**src/design/nms_pkg.sv**
```systemverilog
// Shared constants and types for the 3x3 neighbour mean smoother.
package nms_pkg;

  localparam int unsigned MAX_COLUMNS_DEF = 1024;
  localparam int unsigned MAX_ROWS_DEF    = 4096;
  localparam int unsigned PIXEL_BITS_DEF  = 8;

  localparam int unsigned ROWS_CFG_W = 13;
  localparam int unsigned COLS_CFG_W = 11;
  localparam int unsigned CFG_W      = 13;

  localparam logic CFG_IDX_ROWS = 1'b0;
  localparam logic CFG_IDX_COLS = 1'b1;

  localparam int unsigned FIFO_DEPTH = 4;
  localparam int unsigned FIFO_PTR_W = $clog2(FIFO_DEPTH);
  localparam int unsigned FIFO_CNT_W = $clog2(FIFO_DEPTH + 1);

  typedef enum logic [1:0] {
    DIV3,
    DIV5,
    DIV8
  } div_e;

  typedef struct packed {
    logic pixel;
    logic emit1;
    logic emit2;
    logic top;
    logic left;
    logic right;
    logic last;
  } op_t;

  typedef struct packed {
    logic two;
    logic frame_done;
  } res_flags_t;

endpackage

```
**src/design/nms_back.sv**
```systemverilog
// Back end: result queue and output serializer.
module nms_back import nms_pkg::*; #(
  parameter int unsigned PIXEL_BITS = PIXEL_BITS_DEF
) (
  input  logic                  clk_i,
  input  logic                  rst_ni,
  input  logic                  res_valid_i,
  input  logic [PIXEL_BITS-1:0] res_first_i,
  input  logic [PIXEL_BITS-1:0] res_second_i,
  input  res_flags_t            res_flags_i,
  output logic [FIFO_CNT_W-1:0] fifo_count_o,
  output logic                  out_valid_o,
  input  logic                  out_ready_i,
  output logic [PIXEL_BITS-1:0] smoothed_o,
  output logic                  frame_done_o,
  output logic                  run_end_o
);

  logic [PIXEL_BITS-1:0] first_q  [FIFO_DEPTH];
  logic [PIXEL_BITS-1:0] second_q [FIFO_DEPTH];
  res_flags_t            flags_q  [FIFO_DEPTH];

  logic [FIFO_PTR_W-1:0] wr_ptr_q, rd_ptr_q;
  logic [FIFO_CNT_W-1:0] count_q;
  logic                  half_q;
  res_flags_t            head_flags;
  logic                  push, pop, out_acc;

  assign head_flags   = flags_q[rd_ptr_q];
  assign out_valid_o  = (count_q != '0);
  assign smoothed_o   = half_q ? second_q[rd_ptr_q] : first_q[rd_ptr_q];
  assign run_end_o    = half_q | ~head_flags.two;
  assign frame_done_o = head_flags.frame_done;
  assign out_acc      = out_valid_o & out_ready_i;
  assign pop          = out_acc & run_end_o;
  assign push         = res_valid_i;
  assign fifo_count_o = count_q;

  always_ff @(posedge clk_i or negedge rst_ni) begin
    if (!rst_ni) begin
      wr_ptr_q <= '0;
      rd_ptr_q <= '0;
      count_q  <= '0;
      half_q   <= 1'b0;
    end else begin
      if (push) begin
        wr_ptr_q <= wr_ptr_q + FIFO_PTR_W'(1);
      end
      if (pop) begin
        rd_ptr_q <= rd_ptr_q + FIFO_PTR_W'(1);
      end
      count_q <= count_q + FIFO_CNT_W'(push) - FIFO_CNT_W'(pop);
      if (out_acc) begin
        half_q <= ~run_end_o;
      end
    end
  end

  always_ff @(posedge clk_i) begin
    if (push) begin
      first_q[wr_ptr_q]  <= res_first_i;
      second_q[wr_ptr_q] <= res_second_i;
      flags_q[wr_ptr_q]  <= res_flags_i;
    end
  end

  // The front end only accepts work that is sure to find room here.
  assert property (@(posedge clk_i) disable iff (!rst_ni)
    (push && !pop) |-> (count_q < FIFO_CNT_W'(FIFO_DEPTH)))
    else $error("result queue overflow");

  // The second half of an entry is only reached for row-end pairs.
  assert property (@(posedge clk_i) disable iff (!rst_ni)
    half_q |-> (out_valid_o && head_flags.two))
    else $error("second result selected on a single-result entry");

endmodule
```
**config.mk**
```make
export PLATFORM = sky130hd
export DESIGN_NAME = nms_back
export DESIGN_NICKNAME = d
export VERILOG_FILES = /design/src/design/nms_pkg.sv /design/src/design/nms_back.sv
export SDC_FILE = /design/constraint.sdc
export NUM_CORES = 1
export LEC_CHECK = 0
export ABC_AREA = 1
export BUFFER_PORTS_ARGS = -buffer_cell sky130_fd_sc_hd__buf_4
export CORE_MARGIN = 2
export CORE_UTILIZATION = 50
export DETAILED_ROUTE_END_ITERATION = 6
export PLACE_DENSITY = 0.7
export SYNTH_ARGS = -nofsm -noshare
export SYNTH_HDL_FRONTEND = slang
export SYNTH_SLANG_ARGS = --single-unit
```
**constraint.sdc**
```tcl
create_clock -name clk_i -period 2.5 [get_ports clk_i]
set_input_delay 0.25 -clock clk_i [delete_from_list [all_inputs] [get_ports clk_i]]
set_output_delay 0.25 -clock clk_i [all_outputs]
set_load 0.02 [all_outputs]
```
==> summary.md <==
| Metric | Value |
|---|---|
| Run status | `finished clean` |
| # setup viols final | `0` |
| Setup TNS | `0 ns` |
| Synth Area per Inst | `approximately 13 um^2` |
| Clk sinks | `80` |
| Non-Filler Instances | `just under 400` |
| Critical setup path kind | `register to register` |
| Routed wl met2 | `between 3 and 4 mm` |
| Initial Util | `0.5159` |
| Via-to-Cell Ratio | `5.242` |
| Yosys warning total | `0` |
| Ys async rst share | `0.1000` |
| Worst-Margin Slew | `0.3826 ns` |
| Leakage | `roughly 1.5 nW` |
| Largest net degree at the start of global routing | `37` |
| Final net count | `~330` |
| Post-synth EDFFs | `72` |
| Sequential share of the synthesized area | `0.7212` |
| Crit share post-route | `0.8736` |
| Die X | `between 80 and 90 um` |
| Share of layout cells above drive strength 1 | `0.2175` |
| H-Tree Depth | `3` |
| Top sig layer | `met4` |
| Hold Path Depth | `1` |
| VDD IR max | `~0.00081 V` |
| Final Hold Viols | `0` |
| Unrepaired setup endpoints after global routing | `no` |
| Hold WS | `roughly 0.11 ns` |
| Fmax achieved | `between 0.4 and 0.5 GHz` |
| Vias in the first global route | `a little over 2000` |
| Post-Route WL | `5.955 mm` |
| TritonCTS buffer count | `9` |
| Commonest cells in the synthesized netlist | `72 x edfxtp_1, 39 x nand2_1, 37 x nor2_1` |
| Final HPWL DP | `~3.7 mm` |
| Placer Congestion | `approximately 0.74` |
| Design area | `between 3000 and 4000 um^2` |
| DR WL met3 | `approximately 320 um` |
| CTS Hold Bufs | `1` |
| Root Buffer | `clkbuf_8` |
| Die Y-Extent | `84.94 um` |
| DP Cell Count | `368` |
| First-pass DRT Iterations | `4` |
| Worst Path Max Fanout | `5` |
| Post-route minimum period | `between 2 and 2.5 ns` |
| Reg clk slew, reported paths | `about 0.08 ns` |
| Netlist cell types | `22` |
| Diode count | `0` |
| CP arrival | `approximately 2.5 ns` |
| CP Capture Type | `register` |
| DIE AREA | `a little over 7000 um^2` |
| WL/cell | `between 15 and 20 um` |
| DRC Markers | `0` |
| Antenna viol nets, final | `0` |
| Setup Buffers After CTS | `0` |
| Metal-1 WL | `about 2.5 mm` |
| Top cell type's share of synthesized area | `0.6600` |
| Gr ovfl total | `0` |
| Max Cap Viol | `0` |
| Dominant cell by count in the synthesized netlist | `edfxtp_1` |
| Crit path launch type | `register` |
| Worst-skew pair later-pin latency | `0.34 ns` |
| Number of antenna violations at the first check in global routing | `0` |
| Row cnt | `29` |
| Synthesis-to-finish area growth | `17.19%` |
| DR vias | `approximately 2000` |
| PwrDens | `~1200 nW/um^2` |
| R2R depth | `13` |
| # port buffers | `35` |
| Largest area contributor in the netlist | `edfxtp_1` |
| Top_reg_cell synth | `edfxtp_1` |
| Gate count of the mapped netlist | `around 260` |
| Slew margin rel. | `0.7449` |
| Placed inst area | `between 3000 and 4000 um^2` |
| Drt initial violations | `between 90 and 100` |
| Hold crit path type | `primary input to register` |
| Mapped Area | `3276 um^2` |
| Total track usage | `0.1761` |
| Ranking of synthesized cells by area | `edfxtp_1 66%, dfrtp_1 6.1%, nand2_1 4.5%` |
| First-pass GRT wire length | `roughly 9.5 mm` |
| Slew Limit Fails | `0` |
| Syn nets | `~290` |
| Seq cells post-synth | `80` |
| # IOs | `36` |
| Deepest clock path buffer count | `2` |
| Clk_skew | `slightly below 0.008 ns` |
| Core ar. | `around 6300 um^2` |
| CTS tree | `built` |
| WP data required | `approximately 2.8 ns` |
| Resize count post-CTS | `0` |
==> power breakdown <==
| part | internal (mW) | total [mW] | switching [mW] |
|---|---|---|---|
| logic | 0.692 | 1.89 | 1.20 |
| registers | 1.77 | 1.89 | 0.123 |
| clock network | 0.557 | 0.989 | 0.432 |
| total | 3.02 | 4.77 | 1.75 |
==> final timing paths <==
kind	slack (ns)	end	startpoint
max in group asynchronous	2.11	wr_ptr_q[1]$_DFFE_PN0P_	rst_ni
min	0.11	first_q[2][5]$_DFFE_PP_	res_first_i[5]
min reg2reg	0.52	fifo_count_o[2]$_DFF_PN0_	fifo_count_o[1]$_DFF_PN0_
min in group asynchronous	0.26	fifo_count_o[2]$_DFF_PN0_	rst_ni
max	0.32	fifo_count_o[2]$_DFF_PN0_	rd_ptr_q[0]$_DFFE_PN0P_
max reg2reg	0.32	fifo_count_o[2]$_DFF_PN0_	rd_ptr_q[0]$_DFFE_PN0P_
==> worst max-delay path, stage by stage (launching register included) <==
cell and delay, ns:
dfrtp_1 0.43, inv_2 0.07, nand2_1 0.07, nand3_1 0.08, nand2_2 0.10, nand2_4 0.07, nand2_2 0.07, inv_2 0.04
ha_1 0.26, inv_1 0.04, ha_1 0.18, fa_1 0.38, xnor2_1 0.18, xor2_1 0.16
==> state kept, by name, indices dropped and copies added, names as in the netlist <==
signal        flops
first_q          32
fifo_count_o      3
half_q            1
flags_q           8
second_q         32
wr_ptr_q          2
rd_ptr_q          2
==> metal layers <==
metal,track usage,vias to the layer above
met4,0.08225,0
met2,0.2969,49
met5,0,-
met3,0.03794,7
li1,-,989
met1,0.2175,973
==> stage by stage <==
stage / worst slack (ns) / util / power, mW
2_1_floorplan: 0.2316 / - / 3.192
3_3_place_gp: 0.4118 / 0.5697 / 3.791
3_5_place_dp: 0.2949 / 0.5697 / 3.827
4_1_cts: 0.2994 / 0.6045 / 4.822
5_1_grt: 0.09079 / 0.6045 / 5.084
6_report: 0.3159 / 0.6045 / 4.774
==> placed cells by master, fill, tap and decap left out, types with 8 or more instances in the layout <==
| master | n |
|---|---|
| inv_1 | 16 |
| o22ai_1 | 17 |
| dfrtp_1 | 8 |
| buf_4 | 45 |
| clkbuf_8 | 9 |
| o21ai_0 | 23 |
| nor2_1 | 37 |
| nand2_1 | 39 |
| edfxtp_1 | 72 |
| o21ai_1 | 12 |
==> area by class of cell <==
cell class | instances | area, um^2
Clock buffer | 10 | 127.6
Clock inverter | 6 | 83.83
Fill cell | 502 | 2511
Inverter | 19 | 71.32
Multi-Input combinational cell | 147 | 749.5
Sequential cell | 80 | 2362
Tap cell | 77 | 96.34
Timing Repair Buffer | 46 | 347.8
==> cells by family after synthesis <==
family / Yosys count / synth area share
DFF: 80 / 0.7212
xor gates and xnor gates: 3 / 0.008023
adders and majority gates: 7 / 0.02903
buffers and inverters: 32 / 0.05004
AOI/OAI and AO/OA: 52 / 0.08594
and+or+nand+nor: 85 / 0.1058
No activity file was read; power rests on OpenSTA's default activity.
