[config.mk]
export PLATFORM = sky130hd
export DESIGN_NAME = nms_mean
export DESIGN_NICKNAME = d
export VERILOG_FILES = /design/src/design/nms_pkg.sv /design/src/design/nms_mean.sv
export SDC_FILE = /design/constraint.sdc
export NUM_CORES = 1
export LEC_CHECK = 0
export ABC_AREA = 1
export ABC_CLOCK_PERIOD_IN_PS = 9000
export BUFFER_PORTS_ARGS = -buffer_cell sky130_fd_sc_hd__buf_2
export CAP_MARGIN = 20
export CORE_AREA = 8 8 147 217
export CTS_CLUSTER_SIZE = 28
export DETAILED_ROUTE_END_ITERATION = 10
export DIE_AREA = 0 0 155 225
export GPL_ROUTABILITY_DRIVEN = 0
export MAX_ROUTING_LAYER = met4
export PLACE_DENSITY = 0.86
export RECOVER_POWER = 100
export SYNTH_ARGS = -nofsm -noshare
export SYNTH_HDL_FRONTEND = slang
export SYNTH_SLANG_ARGS = --single-unit
[constraint.sdc]
create_clock -name clk_i -period 9 [get_ports clk_i]
set_input_delay 1.35 -clock clk_i [delete_from_list [all_inputs] [get_ports clk_i]]
set_output_delay 1.35 -clock clk_i [all_outputs]
set_load 0.02 [all_outputs]
[src/design/nms_pkg.sv]
// Shared constants and types for the 3x3 neighbour mean smoother.
package nms_pkg;

  localparam int unsigned MAX_COLUMNS_DEF = 1024;
  localparam int unsigned MAX_ROWS_DEF    = 4096;
  localparam int unsigned PIXEL_BITS_DEF  = 8;

  localparam int unsigned ROWS_CFG_W = 13;
  localparam int unsigned COLS_CFG_W = 11;
  localparam int unsigned CFG_W      = 13;

  localparam logic CFG_IDX_ROWS = 1'b0;
  localparam logic CFG_IDX_COLS = 1'b1;

  localparam int unsigned FIFO_DEPTH = 4;
  localparam int unsigned FIFO_PTR_W = $clog2(FIFO_DEPTH);
  localparam int unsigned FIFO_CNT_W = $clog2(FIFO_DEPTH + 1);

  typedef enum logic [1:0] {
    DIV3,
    DIV5,
    DIV8
  } div_e;

  typedef struct packed {
    logic pixel;
    logic emit1;
    logic emit2;
    logic top;
    logic left;
    logic right;
    logic last;
  } op_t;

  typedef struct packed {
    logic two;
    logic frame_done;
  } res_flags_t;

endpackage

[src/design/nms_mean.sv]
// Window update, neighbour sums and constant-divisor rounding stage.
module nms_mean import nms_pkg::*; #(
  parameter int unsigned PIXEL_BITS = PIXEL_BITS_DEF
) (
  input  logic                  clk_i,
  input  logic                  rst_ni,
  input  logic                  s1_valid_i,
  input  op_t                   s1_op_i,
  input  logic [PIXEL_BITS-1:0] s1_pixel_i,
  input  logic [PIXEL_BITS-1:0] up_a_i,
  input  logic [PIXEL_BITS-1:0] up_b_i,
  input  logic [PIXEL_BITS-1:0] up_c_i,
  input  logic [PIXEL_BITS-1:0] mid_a_i,
  input  logic [PIXEL_BITS-1:0] mid_b_i,
  output logic                  s2_busy_o,
  output logic                  res_valid_o,
  output logic [PIXEL_BITS-1:0] res_first_o,
  output logic [PIXEL_BITS-1:0] res_second_o,
  output res_flags_t            res_flags_o
);

  localparam int unsigned SW = PIXEL_BITS + 3;
  localparam int unsigned EW = SW + 3;
  localparam int unsigned PW = SW + EW;
  localparam int unsigned RECIP3 = ((32'd1 << EW) + 32'd2) / 3;
  localparam int unsigned RECIP5 = ((32'd1 << EW) + 32'd4) / 5;

  logic [PIXEL_BITS-1:0] win_q [9];
  logic [PIXEL_BITS-1:0] win_d [9];

  logic             s2_valid_q;
  logic [SW-1:0]    s2_sum1_q, s2_sum2_q, sum1, sum2;
  div_e             s2_k1_q, s2_k2_q, k1, k2;
  res_flags_t       s2_flags_q;
  logic             emit;

  function automatic logic [PIXEL_BITS-1:0] div_mean(input logic [SW-1:0] s,
                                                     input div_e k);
    logic [SW-1:0] m;
    logic [PW-1:0] prod;
    logic [SW-1:0] q;
    begin
      m    = s;
      prod = '0;
      q    = '0;
      case (k)
        DIV3: begin
          m    = s + SW'(1);
          prod = PW'(m) * PW'(RECIP3);
          q    = SW'(prod >> EW);
        end
        DIV5: begin
          m    = s + SW'(2);
          prod = PW'(m) * PW'(RECIP5);
          q    = SW'(prod >> EW);
        end
        DIV8: begin
          m = s + SW'(4);
          q = m >> 3;
        end
        default: q = '0;
      endcase
      return PIXEL_BITS'(q);
    end
  endfunction

  always_comb begin
    for (int i = 0; i < 9; i++) begin
      win_d[i] = win_q[i];
    end
    if (s1_valid_i && s1_op_i.pixel) begin
      win_d[0] = win_q[1];
      win_d[1] = win_q[2];
      win_d[2] = up_a_i;
      win_d[3] = win_q[4];
      win_d[4] = win_q[5];
      win_d[5] = mid_a_i;
      win_d[6] = win_q[7];
      win_d[7] = win_q[8];
      win_d[8] = s1_pixel_i;
    end
  end

  always_comb begin
    sum1 = '0;
    sum2 = '0;
    k1   = DIV3;
    k2   = DIV3;
    if (s1_op_i.pixel) begin
      sum1 = SW'(win_d[5]) + SW'(win_d[7]) + SW'(win_d[8]);
      if (s1_op_i.top) begin
        sum1 = sum1 + SW'(win_d[1]) + SW'(win_d[2]);
      end
      if (s1_op_i.left) begin
        sum1 = sum1 + SW'(win_d[3]) + SW'(win_d[6]);
      end
      if (s1_op_i.top && s1_op_i.left) begin
        sum1 = sum1 + SW'(win_d[0]);
      end
      if (s1_op_i.top && s1_op_i.left) begin
        k1 = DIV8;
      end else if (s1_op_i.top || s1_op_i.left) begin
        k1 = DIV5;
      end
      sum2 = SW'(win_d[4]) + SW'(win_d[7]) + SW'(win_d[8]);
      if (s1_op_i.top) begin
        sum2 = sum2 + SW'(win_d[1]) + SW'(win_d[2]);
        k2   = DIV5;
      end
    end else begin
      sum1 = SW'(up_c_i);
      if (s1_op_i.left) begin
        sum1 = sum1 + SW'(up_a_i) + SW'(mid_a_i);
      end
      if (s1_op_i.right) begin
        sum1 = sum1 + SW'(up_b_i) + SW'(mid_b_i);
      end
      if (s1_op_i.left && s1_op_i.right) begin
        k1 = DIV5;
      end
    end
  end

  assign emit = s1_valid_i & (~s1_op_i.pixel | s1_op_i.emit1);

  always_ff @(posedge clk_i or negedge rst_ni) begin
    if (!rst_ni) begin
      for (int i = 0; i < 9; i++) begin
        win_q[i] <= '0;
      end
      s2_valid_q <= 1'b0;
    end else begin
      for (int i = 0; i < 9; i++) begin
        win_q[i] <= win_d[i];
      end
      s2_valid_q <= emit;
    end
  end

  always_ff @(posedge clk_i) begin
    if (emit) begin
      s2_sum1_q             <= sum1;
      s2_sum2_q             <= sum2;
      s2_k1_q               <= k1;
      s2_k2_q               <= k2;
      s2_flags_q.two        <= s1_op_i.pixel & s1_op_i.emit2;
      s2_flags_q.frame_done <= ~s1_op_i.pixel & s1_op_i.last;
    end
  end

  assign s2_busy_o    = s2_valid_q;
  assign res_valid_o  = s2_valid_q;
  assign res_first_o  = div_mean(s2_sum1_q, s2_k1_q);
  assign res_second_o = div_mean(s2_sum2_q, s2_k2_q);
  assign res_flags_o  = s2_flags_q;

  // A row-end pair never carries the end-of-frame mark.
  assert property (@(posedge clk_i) disable iff (!rst_ni)
    (s2_valid_q && s2_flags_q.two) |-> !s2_flags_q.frame_done)
    else $error("two-result transaction marked as frame end");

endmodule

==> impl_metrics.csv, run 1 <==
group,metric,value,unit
finish,seq_area,0.00264,mm²
logic_synthesis,syn_nets,2938,
floorplanning,start_util,64.2,%
clock_network,cts_hold_buffers,0,
timing,fmax,123,MHz
setup_path,cp_max_fo,36,
floorplanning,fp.dieW,155,µm
floorplanning,die_area,0.0349,mm²
setup_path,rrSetupSlack,2.11,ns
min_path,hold_path_end,"win_q[68]$_DFF_PN0_",
place,dp.cells,2825,
setup_path,r2r_cells,36,
routing,via_per_inst,5.62,
logic_synthesis,synth_seq_cells,100,
grt,grt_use_met3,3.11,%
clock_network,htreeDepth,3,
job,cap_viol_max_count,2,
timing,setup_viol_count_final,0,
grt,overflow,0,
place,port_buffers,77,
setup_path,rr_startpoint,"win_q[1]$_DFF_PN0_",
setup_path,timing.rr.end,"s2_sum1_q[10]$_DFFE_PP_",
place,place_hpwl,40.1,mm
setup_path,crit_top_cell,"nand2_1",
logic_synthesis,synth-seq-area-share,14.4,%
routing,drt_pre_antenna_iters,8,
setup_path,slowest_stage,"fa_1",
timing,timing.final.crit_share,90.0,%
routing,drt_iter0_drc,1129,
logic_synthesis,syn_area,0.0184,mm²
timing,slew_headroom,-157,%
finish,area.growth.synth_to_final,5.90,%
finish,multi_input_area,0.0134,mm²
min_path,hold_class,"reg -> reg",
timing,worst_pin_slew,3.85,ns
logic_synthesis,synth_edf_count,27,
routing,drc,0,
setup_path,end_kind,"flop",
finish,drive_gt1_share,4.37,%
finish,final_net_count,3017,
floorplanning,ioPinCount,78,
grt,grt.met1_usage,27.2,%
floorplanning,dieHeight,225,µm
setup_path,required,9.11,ns
floorplanning,rows,76,
timing,rsz0062_at_grt,"no",
routing,routedWlPerCell,16.3,µm
setup_path,worst-setup-path-type,"in -> reg",
setup_path,critical_path_arrival,8.21,ns
logic_synthesis,synthArstFlopShare,73.0,%
grt,grt.busiest_layer,"met2",
clock_network,clk_latency,0.36,ns
timing,drv_slew,103,
logic_synthesis,synth.distinct_cells,53,
run_status,violations,"max-capacitance violations, max-slew violations",
timing,hold_viol_final,0,
clock_network,cts_tree,"done",
routing,via_count,16000,
grt,grt_max_degree,74,
grt,grt_pass1_vias,17100,
clock_network,cts-root-buf,"clkbuf_16",
grt,antenna_found_initial,2,
clock_network,cts.repair.resized,0,
timing,post-route-min-period,8.10,ns
timing,fin_setup_tns,0,ns
min_path,min_path_cells,2,
setup_path,cpPeakStageDelay,0.49,ns
clock_network,post-cts-setup-buffer-count,0,
finish,final_cells,2843,
clock_network,clkTransAtPathRegs,0.07,ns
finish,n_fill_cell,2261,
floorplanning,coreArea,0.0286,mm²
run_status,outcome,"finished, violations left",
setup_path,crit_path_start_kind,"input pin",
grt,grt_pass1_wl,77.6,mm
grt,met2_usage,52.3,%
clock_network,cts_sinks,100,
min_path,min_from,"win_q[68]$_DFF_PN0_",
routing,wirelength,46.4,mm
logic_synthesis,yosysWarningCount,0,
timing,fin_worst_skew,0.00486,ns
logic_synthesis,synth_ff_type,"dfrtp_1",
logic_synthesis,synth.avg_cell_area,7.76,µm²
clock_network,cts_max_path_buffers,2,
grt,grt_usage,28.2,%
routing,antenna_left,0,
logic_synthesis,synth_cells,2367,
clock_network,cts_inserted_buffers,9,
## routing by layer
layer  vias to the layer above  part of all wire [%]
met5                         -                     0
met4                         0                   7.0
met3                       241                   4.7
met2                       605                    53
met1                      7487                    36
li1                       7638                     -
## Yosys cell counts (5+ instances only)
master,n,share of area (%)
xor2_1,35,1.7
o21a_1,5,0.20
nor2_1,117,2.4
or2_2,11,0.37
nand2_2,13,0.44
fa_1,190,21
o21ai_0,145,4.0
edfxtp_1,27,4.4
a21o_1,6,0.25
nor3_1,8,0.22
ha_1,323,22
nand2_1,432,8.8
inv_1,580,12
dfrtp_1,73,9.9
o21ai_1,7,0.19
a21boi_0,6,0.25
o211ai_1,9,0.37
nand4_1,13,0.44
o31ai_1,5,0.20
xnor2_1,25,1.2
a21oi_1,132,3.6
clkbuf_1,14,0.29
o22ai_1,8,0.27
nand3_1,121,3.3
## final cells by class
class | count | area share [%]
repair buffers | 91 | 2.18
diodes | 2 | 0.0257
inverters | 585 | 11.3
clock inverters | 6 | 0.367
well taps | 390 | 2.51
multi-input cells | 1659 | 68.9
flip-flops and latches | 100 | 13.6
clock buffers | 10 | 1.18
## state kept, by name (all words and copies together), names as in the netlist
register	count
s2_k1_q	2
s2_sum2_q	11
win_q	72
res_flags_o	2
s2_sum1_q	11
res_valid_o	1
s2_k2_q	1
## kinds of logic (layout without fill, tap and decap cells)
family          count (synthesis)  after routing  synth area share (%)
simple gates                  735            735                  16.8
fa+ha+maj                     513            513                  42.7
other cells                     0              2                     0
flops                         100            100                  14.4
mux                             6              6                 0.354
xor+xnor                       60             60                  2.86
compound gates                345            345                  10.3
buf+inv                       608            692                  12.6
## worst max path at each step
stage	start	endpoint	slack (ns)
after global routing	s1_op_i[6]	s2_sum1_q[10]$_DFFE_PP_	0.14
after CTS	s1_op_i[6]	s2_sum1_q[10]$_DFFE_PP_	1.02
after global placement	s1_op_i[6]	s2_sum1_q[10]$_DFFE_PP_	0.78
final	s1_op_i[6]	s2_sum1_q[10]$_DFFE_PP_	0.90
after detailed placement	s1_op_i[6]	s2_sum1_q[10]$_DFFE_PP_	0.67
after floorplan	s1_op_i[6]	s2_sum1_q[10]$_DFFE_PP_	1.20
## worst max-delay path: cells and delay by family
kind | cells | cell delay [ns]
xor gates and xnor gates | 3 | 0.51
and+or+nand+nor | 17 | 1.71
AOI/OAI and AO/OA | 5 | 0.93
buffers and inverters | 4 | 0.57
adders and majority gates | 8 | 3.13
## layout by cell type, fill, tap and decap left out, types with 8 or more instances in the layout
cell type and count:
nand2_1 432, edfxtp_1 27, nand2_2 12, o22ai_1 8
clkbuf_16 9, fa_1 190, nor3_1 8, inv_1 580
or2_2 11, clkbuf_1 32, o21ai_0 148, xor2_1 35
ha_1 323, dfrtp_1 73, nor2_1 117, nand3_1 122
nand4_1 13, o211ai_1 10, buf_2 57, xnor2_1 25
a21oi_1 133
## stage by stage
step	instance area [µm²]	setup slack, ns	hold WS [ns]	util [%]
4_1_cts	19500	1.02	0.519	68.2
3_3_place_gp	19200	0.776	0.498	67.2
6_report	19400	0.901	0.513	67.9
5_1_grt	19400	0.143	0.550	67.9
2_1_floorplan	18400	1.20	0.471	-
3_5_place_dp	19200	0.674	0.502	67.2
Power of run 1 is not shown: default switching activity piles up to over one toggle a cycle in this logic, so the estimate is an artifact.
==> inputs of run 2 (changes only) <==
--- a/config.mk
+++ b/config.mk
@@ -7,5 +7,5 @@
 export LEC_CHECK = 0
 export ABC_AREA = 1
-export ABC_CLOCK_PERIOD_IN_PS = 9000
+export ABC_CLOCK_PERIOD_IN_PS = 8400
 export BUFFER_PORTS_ARGS = -buffer_cell sky130_fd_sc_hd__buf_2
 export CAP_MARGIN = 20
==> constraint.sdc (replaced) <==
create_clock -name clk_i -period 8.4 [get_ports clk_i]
set_input_delay 1.26 -clock clk_i [delete_from_list [all_inputs] [get_ports clk_i]]
set_output_delay 1.26 -clock clk_i [all_outputs]
set_load 0.05 [all_outputs]
==> run 2 against run 1 <==
The run still ends with max-capacitance violations, max-slew violations left; flip-flop and latch count unchanged; wire length up 1.5%; first-iteration DRC count down 1.6%; die area unchanged; via count up 0.59%; design area up 0.21%; global-route usage up 0.27 points; clock skew up 0.0060 ns; setup slack worse by 0.41 ns; sequential share of layout area about the same; critical endpoint is now res_first_o[5]; largest cell class unchanged.
==> impl_metrics.csv, run 2 (synthesis results as in run 1) <==
group,metric,value,unit
setup_path,end_kind,"output port",
timing,fmax,126,MHz
timing,setup_viol_count_final,0,
floorplanning,dieHeight,225,µm
clock_network,cts_sinks,100,
floorplanning,coreArea,0.0286,mm²
finish,final_cell_mix,"580 x inv_1, 432 x nand2_1, 323 x ha_1",
clock_network,cts_max_path_buffers,2,
min_path,min_path_cells,2,
routing,wirelength,47.1,mm
timing,hold_viol_final,0,
timing,rsz0062_at_grt,"no",
grt,met2_usage,53.0,%
clock_network,cts-root-buf,"clkbuf_16",
setup_path,critical_path_arrival,6.65,ns
timing,fin_worst_skew,0.0109,ns
grt,grt.met1_usage,27.2,%
routing,via_count,16100,
grt,antenna_found_initial,0,
floorplanning,die_area,0.0349,mm²
setup_path,crit_start,"s2_sum1_q[1]$_DFFE_PP_",
setup_path,crit_path_start_kind,"flop",
floorplanning,fp.dieW,155,µm
routing,routedWlPerCell,16.5,µm
floorplanning,rows,76,
floorplanning,ioPinCount,78,
setup_path,rr_startpoint,"win_q[1]$_DFF_PN0_",
grt,grt_use_met3,3.32,%
timing,worst_pin_slew,3.94,ns
timing,drv_slew,103,
finish,diodes,0,
clock_network,cts_tree,"done",
min_path,hold_class,"reg -> reg",
finish,n_fill_cell,2225,
setup_path,slowest_stage,"edfxtp_1",
finish,drive_gt1_share,4.68,%
clock_network,cts_inserted_buffers,9,
routing,drt_pre_antenna_iters,7,
clock_network,clkTransAtPathRegs,0.07,ns
routing,via_per_inst,5.65,
finish,mostFrequentLayoutCell,"inv_1",
setup_path,required,7.14,ns
finish,final_net_count,3021,
setup_path,crit_top_cell,"nand2_1",
run_status,outcome,"finished, violations left",
finish,largest-register,"win_q",
setup_path,r2r_cells,36,
clock_network,htreeDepth,3,
grt,overflow,0,
floorplanning,start_util,64.2,%
place,place_hpwl,40.6,mm
setup_path,cp_top_family,"adder cells",
grt,grt_pass1_wl,78.2,mm
setup_path,timing.rr.end,"s2_sum1_q[10]$_DFFE_PP_",
clock_network,clk_latency,0.35,ns
finish,largest_reg_flops,72,
grt,grt_usage,28.5,%
setup_path,cpPeakStageDelay,0.54,ns
setup_path,cp_max_fo,8,
grt,grt.busiest_layer,"met2",
grt,grt_max_degree,74,
timing,slew_headroom,-163,%
setup_path,rrSetupSlack,1.52,ns
timing,fin_setup_tns,0,ns
grt,grt_pass1_vias,17300,
min_path,min_from,"win_q[11]$_DFF_PN0_",
finish,area.growth.synth_to_final,6.13,%
timing,post-route-min-period,7.91,ns
routing,drc,0,
run_status,violations,"max-capacitance violations, max-slew violations",
place,port_buffers,77,
min_path,hold_path_end,"win_q[11]$_DFF_PN0_",
finish,final_util,68.1,%
routing,antenna_left,0,
routing,drt_iter0_drc,1111,
finish,largestRegisters,"win_q x72, s2_sum1_q x11, s2_sum2_q x11",
setup_path,worst-setup-path-type,"reg -> out",
job,cap_viol_max_count,2,
timing,timing.final.crit_share,94.2,%
setup_path,crit_buf_inv,4,
[run 2: layout make-up]
class | instances | area (µm²) | area share (%)
flip-flops and latches | 100 | 2640 | 13.5
well taps | 390 | 488 | 2.50
inverters | 585 | 2200 | 11.3
repair buffers | 95 | 453 | 2.32
clock inverters | 5 | 42.5 | 0.218
multi-input cells | 1659 | 13400 | 68.8
clock buffers | 11 | 258 | 1.32
[run 2: worst register-to-register path: cells and delay by family, from the launching register on]
kind / cells / cell delay (ns)
flops: 1 / 0.37
buf+inv: 4 / 0.28
xor+xnor: 3 / 0.49
simple gates: 16 / 1.42
compound gates: 5 / 0.85
fa+ha+maj: 8 / 3.20
[run 2: stage by stage]
stage,std cells,hold slack [ns],setup WS (ns),area [µm²]
global route,2845,0.550,0.0502,19500
finish,2845,0.523,0.491,19500
global placement,2829,0.495,0.398,19300
CTS,2845,0.520,0.444,19600
floorplan,2367,0.471,0.690,18400
detailed placement,2829,0.502,0.124,19300
[run 2: how the worst max path moves through the flow]
stage	to	cells past startpoint	slack, ns
5_1_grt	s2_sum1_q[10]$_DFFE_PP_	37	0.05
3_5_place_dp	s2_sum1_q[10]$_DFFE_PP_	35	0.12
3_3_place_gp	s2_sum1_q[10]$_DFFE_PP_	36	0.40
2_1_floorplan	s2_sum1_q[10]$_DFFE_PP_	38	0.69
6_report	res_first_o[5]	27	0.49
4_1_cts	s2_sum1_q[10]$_DFFE_PP_	35	0.44
[run 2: metal layers]
layer  share of wire [%]  vias up
li1                    -     7635
met1                  35     7583
met2                  53      605
met3                 4.6      243
met4                 7.3        0
met5                   0        -
[run 2: timing repair]
action | CTS | global route
hold endpoints to repair | 0 | 0
setup endpoints to repair | 0 | 2
resized for setup | 0 | 5
hold buffers | 0 | 0
setup buffers | 0 | 0
Power of run 2 is left out for the same reason.
